`src/rtl/core/kfpc_pkg.sv`:
```
`timescale 1ns / 1ps
// ----------------------------------------------------------------------------
// kfpc_pkg
// shared types, codes and constants of the keypad fixed-point calculator
// ----------------------------------------------------------------------------
package kfpc_pkg;

	// entry limits and widths
	localparam int RAW_W = 20;                       // raw entry up to the entry limit
	localparam int OPD_W = 27;                       // operand in hundredths
	localparam int VAL_W = 48;                       // shown value
	localparam int PRD_W = 2 * OPD_W;                // full product / aligned dividend
	localparam int A100_W = 34;                      // operand times one hundred
	localparam int CNT_W = 6;
	localparam logic [23:0] MAX_ENTRY = 24'd999999;

	// serial step counts
	localparam logic [CNT_W-1:0] MUL_STEPS = CNT_W'(OPD_W);
	localparam logic [CNT_W-1:0] DIV100_STEPS = CNT_W'(PRD_W);
	localparam logic [CNT_W-1:0] DIV_STEPS = CNT_W'(A100_W);
	localparam logic [OPD_W-1:0] HUNDRED = OPD_W'(100);

	// display kinds
	localparam logic [2:0] KIND_NONE = 3'd0;
	localparam logic [2:0] KIND_FIRST = 3'd1;
	localparam logic [2:0] KIND_SECOND = 3'd2;
	localparam logic [2:0] KIND_RESULT = 3'd3;
	localparam logic [2:0] KIND_DIVZERO = 3'd4;

	// pending operators
	localparam logic [1:0] OP_ADD = 2'd0;
	localparam logic [1:0] OP_SUB = 2'd1;
	localparam logic [1:0] OP_MUL = 2'd2;
	localparam logic [1:0] OP_DIV = 2'd3;

	// special keys
	localparam logic [3:0] KEY_POINT = 4'd12;
	localparam logic [3:0] KEY_EQUALS = 4'd14;

	// request to the serial multiply / divide unit
	typedef struct packed {
		logic             start;
		logic             is_div;
		logic [OPD_W-1:0] a;
		logic [OPD_W-1:0] b;
	} kfpc_alu_req_t;

	// answer of the serial unit
	typedef struct packed {
		logic             busy;
		logic             done;
		logic [VAL_W-1:0] quotient;
	} kfpc_alu_rsp_t;

	// digit value of a key; bit 4 set when the key is not a digit
	function automatic logic [4:0] digit_of(input logic [3:0] key);
		logic [4:0] d;
		unique case (key)
			4'd0:    d = 5'd1;
			4'd1:    d = 5'd2;
			4'd2:    d = 5'd3;
			4'd4:    d = 5'd4;
			4'd5:    d = 5'd5;
			4'd6:    d = 5'd6;
			4'd8:    d = 5'd7;
			4'd9:    d = 5'd8;
			4'd10:   d = 5'd9;
			4'd13:   d = 5'd0;
			default: d = 5'h10;
		endcase
		return d;
	endfunction

endpackage

```
`src/rtl/core/kfpc_serial_alu.sv`:
```
`timescale 1ns / 1ps
// ----------------------------------------------------------------------------
// kfpc_serial_alu
// bit-serial multiply then divide by one hundred, or a*100 / b
// ----------------------------------------------------------------------------
module kfpc_serial_alu
	import kfpc_pkg::*;
(
	input  logic          clk,
	input  logic          arst_n,
	input  kfpc_alu_req_t req,
	output kfpc_alu_rsp_t rsp
);

	typedef enum logic [1:0] {
		U_IDLE,
		U_MUL,
		U_DIV
	} ust_t;

	ust_t             ust_q;
	logic [CNT_W-1:0] cnt_q;
	logic [OPD_W:0]   hi_q;     // partial product high half / remainder
	logic [PRD_W-1:0] lo_q;     // multiplier and product low half / dividend and quotient
	logic [OPD_W-1:0] mcand_q;  // multiplicand / divisor
	logic             done_q;

	logic [OPD_W:0]    mul_sum;
	logic [OPD_W:0]    div_shift;
	logic              div_ge;
	logic [A100_W-1:0] a100;

	always_comb begin
		mul_sum = hi_q + (lo_q[0] ? {1'b0, mcand_q} : '0);
		div_shift = {hi_q[OPD_W-1:0], lo_q[PRD_W-1]};
		div_ge = div_shift >= {1'b0, mcand_q};
		a100 = A100_W'({req.a, 6'b0}) + A100_W'({req.a, 5'b0}) + A100_W'({req.a, 2'b0});
	end

	always_ff @(posedge clk or negedge arst_n) begin
		if (!arst_n) begin
			ust_q <= U_IDLE;
			cnt_q <= '0;
			hi_q <= '0;
			lo_q <= '0;
			mcand_q <= '0;
			done_q <= 1'b0;
		end else begin
			done_q <= 1'b0;
			unique case (ust_q)
				U_IDLE: begin
					if (req.start) begin
						hi_q <= '0;
						if (req.is_div) begin
							lo_q <= {a100, (PRD_W - A100_W)'(0)};
							mcand_q <= req.b;
							cnt_q <= DIV_STEPS;
							ust_q <= U_DIV;
						end else begin
							lo_q <= PRD_W'(req.b);
							mcand_q <= req.a;
							cnt_q <= MUL_STEPS;
							ust_q <= U_MUL;
						end
					end
				end
				U_MUL: begin
					// add-and-shift-right, one multiplier bit a cycle
					if (cnt_q == CNT_W'(1)) begin
						lo_q <= {mul_sum[OPD_W:1], mul_sum[0], lo_q[OPD_W-1:1]};
						hi_q <= '0;
						mcand_q <= HUNDRED;
						cnt_q <= DIV100_STEPS;
						ust_q <= U_DIV;
					end else begin
						hi_q <= {1'b0, mul_sum[OPD_W:1]};
						lo_q <= {lo_q[PRD_W-1:OPD_W], mul_sum[0], lo_q[OPD_W-1:1]};
						cnt_q <= cnt_q - CNT_W'(1);
					end
				end
				U_DIV: begin
					// restoring division, one quotient bit a cycle
					hi_q <= div_ge ? div_shift - {1'b0, mcand_q} : div_shift;
					lo_q <= {lo_q[PRD_W-2:0], div_ge};
					cnt_q <= cnt_q - CNT_W'(1);
					if (cnt_q == CNT_W'(1)) begin
						done_q <= 1'b1;
						ust_q <= U_IDLE;
					end
				end
				default: ust_q <= U_IDLE;
			endcase
		end
	end

	assign rsp.busy = ust_q != U_IDLE;
	assign rsp.done = done_q;
	assign rsp.quotient = lo_q[VAL_W-1:0];

	a_cnt_live: assert property (@(posedge clk) disable iff (!arst_n)
		(ust_q != U_IDLE) |-> (cnt_q != '0))
		else $error("serial unit running with an empty step count");

	a_start_idle: assert property (@(posedge clk) disable iff (!arst_n)
		req.start |-> (ust_q == U_IDLE))
		else $error("serial unit started while busy");

	a_done_pulse: assert property (@(posedge clk) disable iff (!arst_n)
		done_q |=> !done_q)
		else $error("done held longer than one cycle");

endmodule

```
`src/rtl/core/keypad_fixed_point_calculator.sv`:
```
`timescale 1ns / 1ps
// ----------------------------------------------------------------------------
// keypad_fixed_point_calculator
// keypad-driven two-operand calculator working in hundredths
// ----------------------------------------------------------------------------
// One key press comes in per slave transfer and exactly one display update
// goes out per press on the master side. Digits, point, operators, add and
// subtract register their answer in the pending-answer registers, which then
// load the output register. Equals with multiply first runs 27 multiply steps
// and 54 steps of the divide by one hundred in the bit-serial unit; equals with
// divide first runs 34 restoring-division steps there. The input is taken again
// once the answer sits in the output register, so a new press can be accepted
// while the previous display update still waits on m_tready. Results are in
// hundredths; divide truncates toward zero and a zero divisor reports the
// division-by-zero kind with a zero value.
// ----------------------------------------------------------------------------
module keypad_fixed_point_calculator
	import kfpc_pkg::*;
(
	input  logic        clk,
	input  logic        arst_n,
	// key press stream
	input  logic        s_tvalid,
	output logic        s_tready,
	input  logic [7:0]  s_tdata,   // [0] restart, [4:1] key, [7:5] zero
	// display update stream
	output logic        m_tvalid,
	input  logic        m_tready,
	output logic [55:0] m_tdata,   // [47:0] shown_value, [49:48] operation,
	                               // [50] point_active, [55:51] zero
	output logic [2:0]  m_tuser    // [2:0] display_kind
);

	typedef enum logic [2:0] {
		PH_WAIT1,
		PH_IN1,
		PH_WAIT2,
		PH_IN2,
		PH_RESULT
	} phase_t;

	typedef enum logic [1:0] {
		ST_IDLE,
		ST_CALC,
		ST_HOLD
	} st_t;

	// calculator state
	phase_t           phase_q;
	logic [OPD_W-1:0] left_q;
	logic [OPD_W-1:0] right_q;
	logic [1:0]       op_q;
	logic             point_q;
	logic [1:0]       frac_q;

	// sequencing and pending answer
	st_t              st_q;
	logic [2:0]       res_kind_q;
	logic [VAL_W-1:0] res_val_q;
	logic [1:0]       res_op_q;
	logic             res_pt_q;

	// next-state values
	phase_t           phase_d;
	logic [OPD_W-1:0] left_d;
	logic [OPD_W-1:0] right_d;
	logic [1:0]       op_d;
	logic             point_d;
	logic [1:0]       frac_d;
	logic [2:0]       kind_d;
	logic [VAL_W-1:0] val_d;
	logic [1:0]       rop_d;
	logic             rpt_d;
	logic             alu_go;

	logic             restart;
	logic [3:0]       key;
	logic [4:0]       dig;
	logic             is_digit;
	logic             is_op;
	logic [RAW_W-1:0] cur_raw;
	logic [23:0]      grown;
	logic             grow_ok;
	logic [RAW_W-1:0] new_raw;
	logic [1:0]       new_frac;
	logic [OPD_W-1:0] scaled;
	logic [28:0]      sum29;
	logic [28:0]      dif29;
	logic             in_xfer;
	logic             out_load;

	kfpc_alu_req_t alu_req;
	kfpc_alu_rsp_t alu_rsp;

	assign restart = s_tdata[0];
	assign key = s_tdata[4:1];
	assign s_tready = st_q == ST_IDLE;
	assign in_xfer = s_tvalid && s_tready;
	assign out_load = (st_q == ST_HOLD) && (!m_tvalid || m_tready);

	// entry growth and scaling of the operand being typed
	always_comb begin
		dig = digit_of(key);
		is_digit = !dig[4];
		is_op = key[1:0] == 2'b11;
		cur_raw = (phase_q == PH_IN2) ? right_q[RAW_W-1:0] : left_q[RAW_W-1:0];
		grown = 24'({cur_raw, 3'b0}) + 24'({cur_raw, 1'b0}) + 24'(dig[3:0]);
		// no third fraction digit, no entry past the limit
		grow_ok = !(point_q && frac_q >= 2'd2) && (grown <= MAX_ENTRY);
		new_raw = grow_ok ? grown[RAW_W-1:0] : cur_raw;
		new_frac = (grow_ok && point_q) ? frac_q + 2'd1 : frac_q;
		// a point with no fraction digits scales like no point at all
		if (point_q && frac_q == 2'd2) begin
			scaled = OPD_W'(cur_raw);
		end else if (point_q && frac_q == 2'd1) begin
			scaled = OPD_W'({cur_raw, 3'b0}) + OPD_W'({cur_raw, 1'b0});
		end else begin
			scaled = OPD_W'({cur_raw, 6'b0}) + OPD_W'({cur_raw, 5'b0})
				+ OPD_W'({cur_raw, 2'b0});
		end
		sum29 = 29'(left_q) + 29'(scaled);
		dif29 = 29'(left_q) - 29'(scaled);
	end

	// key decode and calculator transition
	always_comb begin
		phase_d = phase_q;
		left_d = left_q;
		right_d = right_q;
		op_d = op_q;
		point_d = point_q;
		frac_d = frac_q;
		kind_d = KIND_NONE;
		val_d = '0;
		rop_d = '0;
		rpt_d = 1'b0;
		alu_go = 1'b0;

		if (restart) begin
			phase_d = PH_WAIT1;
			left_d = '0;
			right_d = '0;
			op_d = OP_ADD;
			point_d = 1'b0;
			frac_d = '0;
		end else if (key == KEY_POINT) begin
			if (phase_q == PH_IN1 || phase_q == PH_IN2) begin
				// a repeated point restarts the fraction count
				point_d = 1'b1;
				frac_d = '0;
				kind_d = (phase_q == PH_IN1) ? KIND_FIRST : KIND_SECOND;
				val_d = VAL_W'(cur_raw);
				rop_d = op_q;
				rpt_d = 1'b1;
			end
		end else begin
			unique case (phase_q)
				PH_WAIT1, PH_WAIT2: begin
					if (is_digit) begin
						point_d = 1'b0;
						frac_d = '0;
						val_d = VAL_W'(dig[3:0]);
						rop_d = op_q;
						if (phase_q == PH_WAIT1) begin
							left_d = OPD_W'(dig[3:0]);
							phase_d = PH_IN1;
							kind_d = KIND_FIRST;
						end else begin
							right_d = OPD_W'(dig[3:0]);
							phase_d = PH_IN2;
							kind_d = KIND_SECOND;
						end
					end
				end
				PH_IN1: begin
					if (is_digit) begin
						left_d = OPD_W'(new_raw);
						frac_d = new_frac;
						kind_d = KIND_FIRST;
						val_d = VAL_W'(new_raw);
						rop_d = op_q;
						rpt_d = point_q;
					end else if (is_op) begin
						// shows the raw entry, stores it in hundredths
						left_d = scaled;
						op_d = key[3:2];
						point_d = 1'b0;
						frac_d = '0;
						phase_d = PH_WAIT2;
						kind_d = KIND_FIRST;
						val_d = VAL_W'(cur_raw);
						rop_d = key[3:2];
					end
				end
				PH_IN2: begin
					if (is_digit) begin
						right_d = OPD_W'(new_raw);
						frac_d = new_frac;
						kind_d = KIND_SECOND;
						val_d = VAL_W'(new_raw);
						rop_d = op_q;
						rpt_d = point_q;
					end else if (key == KEY_EQUALS) begin
						right_d = scaled;
						point_d = 1'b0;
						frac_d = '0;
						phase_d = PH_RESULT;
						rop_d = op_q;
						kind_d = KIND_RESULT;
						case (op_q)
							OP_ADD: val_d = {{(VAL_W - 29){sum29[28]}}, sum29};
							OP_SUB: val_d = {{(VAL_W - 29){dif29[28]}}, dif29};
							OP_MUL: alu_go = 1'b1;
							default: begin
								if (scaled == '0) begin
									kind_d = KIND_DIVZERO;
								end else begin
									alu_go = 1'b1;
								end
							end
						endcase
					end
				end
				PH_RESULT: begin
					// a digit after a result starts over, shown as no change
					if (is_digit) begin
						phase_d = PH_WAIT1;
						left_d = '0;
						right_d = '0;
						op_d = OP_ADD;
						point_d = 1'b0;
						frac_d = '0;
					end
				end
				default: phase_d = PH_WAIT1;
			endcase
		end
	end

	assign alu_req.start = in_xfer && alu_go;
	assign alu_req.is_div = op_q == OP_DIV;
	assign alu_req.a = left_q;
	assign alu_req.b = scaled;

	kfpc_serial_alu u_alu (
		.clk    (clk),
		.arst_n (arst_n),
		.req    (alu_req),
		.rsp    (alu_rsp)
	);

	always_ff @(posedge clk or negedge arst_n) begin
		if (!arst_n) begin
			phase_q <= PH_WAIT1;
			left_q <= '0;
			right_q <= '0;
			op_q <= OP_ADD;
			point_q <= 1'b0;
			frac_q <= '0;
			st_q <= ST_IDLE;
			res_kind_q <= KIND_NONE;
			res_val_q <= '0;
			res_op_q <= '0;
			res_pt_q <= 1'b0;
			m_tvalid <= 1'b0;
			m_tdata <= '0;
			m_tuser <= KIND_NONE;
		end else begin
			unique case (st_q)
				ST_IDLE: begin
					if (in_xfer) begin
						phase_q <= phase_d;
						left_q <= left_d;
						right_q <= right_d;
						op_q <= op_d;
						point_q <= point_d;
						frac_q <= frac_d;
						res_kind_q <= kind_d;
						res_val_q <= val_d;
						res_op_q <= rop_d;
						res_pt_q <= rpt_d;
						st_q <= alu_go ? ST_CALC : ST_HOLD;
					end
				end
				ST_CALC: begin
					if (alu_rsp.done) begin
						res_val_q <= alu_rsp.quotient;
						st_q <= ST_HOLD;
					end
				end
				ST_HOLD: begin
					if (out_load) begin
						st_q <= ST_IDLE;
					end
				end
				default: st_q <= ST_IDLE;
			endcase

			// output register: loaded when empty or being drained
			if (out_load) begin
				m_tvalid <= 1'b1;
				m_tdata <= {5'b0, res_pt_q, res_op_q, res_val_q};
				m_tuser <= res_kind_q;
			end else if (m_tready) begin
				m_tvalid <= 1'b0;
			end
		end
	end

	a_calc_to_hold: assert property (@(posedge clk) disable iff (!arst_n)
		(st_q == ST_CALC && alu_rsp.done) |=> (st_q == ST_HOLD))
		else $error("serial answer not moved to the output stage");

	a_point_clear: assert property (@(posedge clk) disable iff (!arst_n)
		(phase_q == PH_WAIT1 || phase_q == PH_WAIT2 || phase_q == PH_RESULT) |-> !point_q)
		else $error("point flag set outside operand entry");

	a_none_zero: assert property (@(posedge clk) disable iff (!arst_n)
		(m_tvalid && m_tuser == KIND_NONE) |-> (m_tdata == '0))
		else $error("no-change update carries a payload");

	a_calc_busy: assert property (@(posedge clk) disable iff (!arst_n)
		(st_q == ST_CALC) |-> (alu_rsp.busy || alu_rsp.done))
		else $error("waiting on an idle serial unit");

endmodule
```
`config.mk`:
```
export PLATFORM = sky130hd
export DESIGN_NAME = keypad_fixed_point_calculator
export DESIGN_NICKNAME = d
export VERILOG_FILES = /design/src/rtl/core/kfpc_pkg.sv /design/src/rtl/core/kfpc_serial_alu.sv /design/src/rtl/core/keypad_fixed_point_calculator.sv
export SDC_FILE = /design/constraint.sdc
export NUM_CORES = 1
export LEC_CHECK = 0
export ABC_AREA = 1
export BUFFER_PORTS_ARGS = -buffer_cell sky130_fd_sc_hd__buf_2
export CORE_MARGIN = 1.5
export CORE_UTILIZATION = 50
export CTS_BUF_LIST = sky130_fd_sc_hd__clkbuf_4
export CTS_CLUSTER_DIAMETER = 30
export DETAILED_ROUTE_END_ITERATION = 10
export PLACE_DENSITY = 0.76
export SLEW_MARGIN = 10
export SYNTH_ARGS = -nofsm -noshare
export SYNTH_HDL_FRONTEND = slang
export SYNTH_SLANG_ARGS = --single-unit
```
`constraint.sdc`:
```
create_clock -name clk -period 7.1 [get_ports clk]
set_input_delay 0 -clock clk [delete_from_list [all_inputs] [get_ports clk]]
set_output_delay 0 -clock clk [all_outputs]
set_load 0.01 [all_outputs]
```
==> results.json <==
{
  "critPathMostFrequentCell": "nand2_1",
  "slew_violations": 0,
  "status": "complete, no violations",
  "wl_met2_um": 44200,
  "holdWs_ns": 0.203,
  "tritoncts": "yes",
  "highest_layer": "met5",
  "cp.required_ns": 7.85,
  "synth_edf_count": 0,
  "drt_iter0_drc": 3008,
  "cts_made_buffers": 91,
  "ys_seq_elements": 284,
  "dp.cells": 4761,
  "fp.dieH_um": 238,
  "num_rows": 85,
  "p_leak_nw": 15.6,
  "slew_headroom_pct": 21.6,
  "netlist.area_leader.share_pct": 25.7,
  "synth.avg_cell_area_sq_um": 6.80,
  "routed-wl-met3_um": 8830,
  "cp_top_family": "compound AO/OA/AOI/OAI gates",
  "yosys_warnings": 0,
  "core_sq_um": 54200,
  "wire_per_inst_um": 19.7,
  "worstMarginPinSlew_ns": 1.17,
  "synthSimpleGateAreaFrac_pct": 26.2,
  "grt_max_degree": 150,
  "cts_root_buffer": "clkbuf_4",
  "post_cts_buffers": 0,
  "cts.reportedPaths.clkPinSlew_ns": 0.06,
  "fin_crit_ns": 6.44,
  "syn-cell-area_sq_um": 27600,
  "drc": 0,
  "rsz0062_at_grt": "no",
  "finalHoldViolCount": 0,
  "layout.nets": 4460,
  "start_util_pct": 50.9,
  "p_per_area_nw_per_um2": 111,
  "cpMaxStageDelayCell": "dfrtp_1",
  "setup-violations-final": 0,
  "grt_overflow_total": 0,
  "clkSinkCount": 284,
  "syn2layout_area_growth_pct": 9.25,
  "yosysTopAreaCell": "dfrtp_1",
  "grt_pass1_wl_um": 151000,
  "antenna_found_initial": 2,
  "yosys.area_share.xor_xnor_pct": 2.73,
  "synth_fa_ha_area_share_pct": 13.7,
  "end_kind": "flop",
  "grt_use_total_pct": 33.9,
  "finalInstanceArea_sq_um": 30200,
  "synth.area.mux_share_pct": 1.47,
  "vias_per_cell": 5.90,
  "dp_hpwl_um": 73700,
  "instances_no_fill": 4933,
  "route.vias.total": 29100,
  "first_pass_iters": 6,
  "wl_met1_um": 38400,
  "gp_congestion": 1.04,
  "ff_latch_area_sq_um": 7110,
  "max_clock_freq_mhz": 155,
  "clockBufferDepth": 3,
  "drv_cap": 0,
  "drive_above_1_share_pct": 10.0,
  "synth_top_family_by_area": "simple AND/OR/NAND/NOR gates",
  "critPathMaxFanout": 39,
  "clock_latency_ns": 0.87,
  "die_w_um": 238,
  "synthTopCellsByArea": "dfrtp_1, nand2_1, ha_1, a21oi_1, o21ai_0",
  "hp-class": "in2reg",
  "fin_crit_sh_pct": 90.7,
  "critPathBufInv": 9,
  "pre_cts_ws_ns": 0.778,
  "synth-main-ff-cell": "dfrtp_1",
  "skew_ns": 0.0766,
  "synthesis.instances": 4062,
  "path_class": "reg2reg",
  "grt_pass1_vias": 27700,
  "nFillCells": 5336,
  "yosysSeqAreaShare_pct": 25.7,
  "crit_arrival_ns": 7.19,
  "async_reset_ff_share_pct": 100,
  "critPathLaunchType": "flop",
  "peakVddDrop_uv": 98.8,
  "io_pins": 73,
  "portBuffers": 64,
  "slowest_delay_ns": 0.46,
  "htreeDepth": 3,
  "multi_input_area_sq_um": 17900,
  "ys_types": 66,
  "routed_wl_um": 97300,
  "synth_compound_area_share_pct": 20.6,
  "setup_ws_ns": 0.662,
  "postRouteAntennaNets": 0,
  "die_area_sq_um": 56600,
  "placed_cell_area_sq_um": 28900,
  "tns_ns": 0
}
-- metal layers --
metal / global-route usage, % / vias up
met5: 0 / -
met4: 19.4 / 2
met2: 55.1 / 1445
met1: 42.2 / 13500
met3: 6.76 / 328
li1: - / 13800
-- power breakdown --
| group | internal (W) | switching, W | total [W] |
|---|---|---|---|
| sequential | 0.00162 | 0.00000000000000000000625 | 0.00162 |
| combinational | 0.0000303 | 0.000101 | 0.000131 |
| clock | 0.000802 | 0.000799 | 0.00160 |
| total | 0.00245 | 0.000900 | 0.00335 |
-- registers in the layout, summed over array words and instances (netlist names) --
register,flops
res_op_q,2
u_alu.done_q,1
m_tuser,3
u_alu.cnt_q,6
phase_q,3
u_alu.mcand_q,27
frac_q,2
op_q,2
res_pt_q,1
u_alu.ust_q,2
res_kind_q,3
u_alu.lo_q,54
st_q,2
point_q,1
right_q,20
left_q,27
m_tvalid,1
res_val_q,48
m_tdata,51
u_alu.hi_q,28
-- worst paths after layout --
check	cells after the start	to	slack, ns	start
setup reg to reg	41	res_val_q[41]$_DFFE_PN0P_	0.66	phase_q[2]$_DFFE_PN0P_
max in group asynchronous	4	phase_q[1]$_DFFE_PN0P_	5.76	arst_n
hold reg to reg	2	u_alu.lo_q[34]$_DFFE_PN0P_	0.47	u_alu.lo_q[34]$_DFFE_PN0P_
hold / removal	6	st_q[0]$_DFFE_PN0P_	0.20	s_tvalid
setup / recovery	41	res_val_q[41]$_DFFE_PN0P_	0.66	phase_q[2]$_DFFE_PN0P_
min in group asynchronous	4	res_val_q[36]$_DFFE_PN0P_	0.32	arst_n
-- worst register-to-register path, delay by kind of cell (launching register included) --
| family | cells | cell delay [ns] |
|---|---|---|
| simple gates | 15 | 1.59 |
| xor+xnor | 2 | 0.34 |
| buf+inv | 9 | 1.33 |
| fa+ha+maj | 3 | 0.83 |
| flops | 1 | 0.46 |
| compound gates | 12 | 1.84 |
-- synth_stat cells (all sizes together) (2+ instances only) --
cell / instances
nand3b: 20
nand3: 333
o31ai: 6
a32o: 3
a22oi: 38
clkbuf: 110
o21a: 9
and3: 2
xnor2: 30
and2: 2
inv: 499
o22ai: 38
dfrtp: 284
fa: 50
nor4: 11
a21o: 17
a31oi: 9
a211oi: 3
o21ai: 387
o21bai: 31
nor2: 232
o311ai: 4
or2: 28
a221oi: 6
a21boi: 10
clkinv: 12
buf: 52
xor2: 56
o211ai: 39
o2111ai: 2
nor3: 30
mux2: 36
nand4: 29
nand2: 1007
ha: 223
a21oi: 393
o32ai: 4
o221ai: 4
a211o: 2
-- repair_timing --
action	4_1_cts	5_1_grt
resized for setup	0	1
hold buffers	17	0
hold endpoints to repair	332	0
setup endpoints to repair	0	15
-- placed cells by master, fill, tap and decap left out, types with 30 or more instances in the layout --
| master | n |
|---|---|
| clkbuf_4 | 116 |
| fa_1 | 50 |
| a22oi_1 | 37 |
| o21ai_0 | 377 |
| inv_1 | 489 |
| xor2_1 | 56 |
| o22ai_1 | 38 |
| buf_2 | 63 |
| nor2_1 | 228 |
| o21bai_1 | 31 |
| xnor2_1 | 30 |
| nand2_1 | 975 |
| ha_1 | 223 |
| a21oi_1 | 388 |
| nand3_1 | 329 |
| mux2_2 | 36 |
| dfrtp_1 | 284 |
| buf_4 | 93 |
| o211ai_1 | 39 |
-- cell families (layout without fill, tap and decap cells) --
kind of cell	count (synthesis)	after routing
xor+xnor	86	86
fa+ha+maj	273	273
other cells	1	6
buf+inv	673	843
compound gates	1013	1013
mux	36	36
simple gates	1696	1696
flops	284	284
-- cell type report --
cell class              count  area share (%)
repair buffers            178            4.30
clock inverters            38           0.647
well taps                 696            2.89
multi-input cells        3109            59.3
flip-flops and latches    284            23.6
diodes                      1         0.00830
clock buffers             116            2.89
inverters                 511            6.37
-- stage by stage --
stage	power (W)	util (%)
2_1_floorplan	0.00171	-
3_3_place_gp	0.00177	53.3
3_5_place_dp	0.00177	53.3
4_1_cts	0.00337	55.6
5_1_grt	0.00347	55.6
6_report	0.00335	55.6
(Power assumes the default switching activity.)
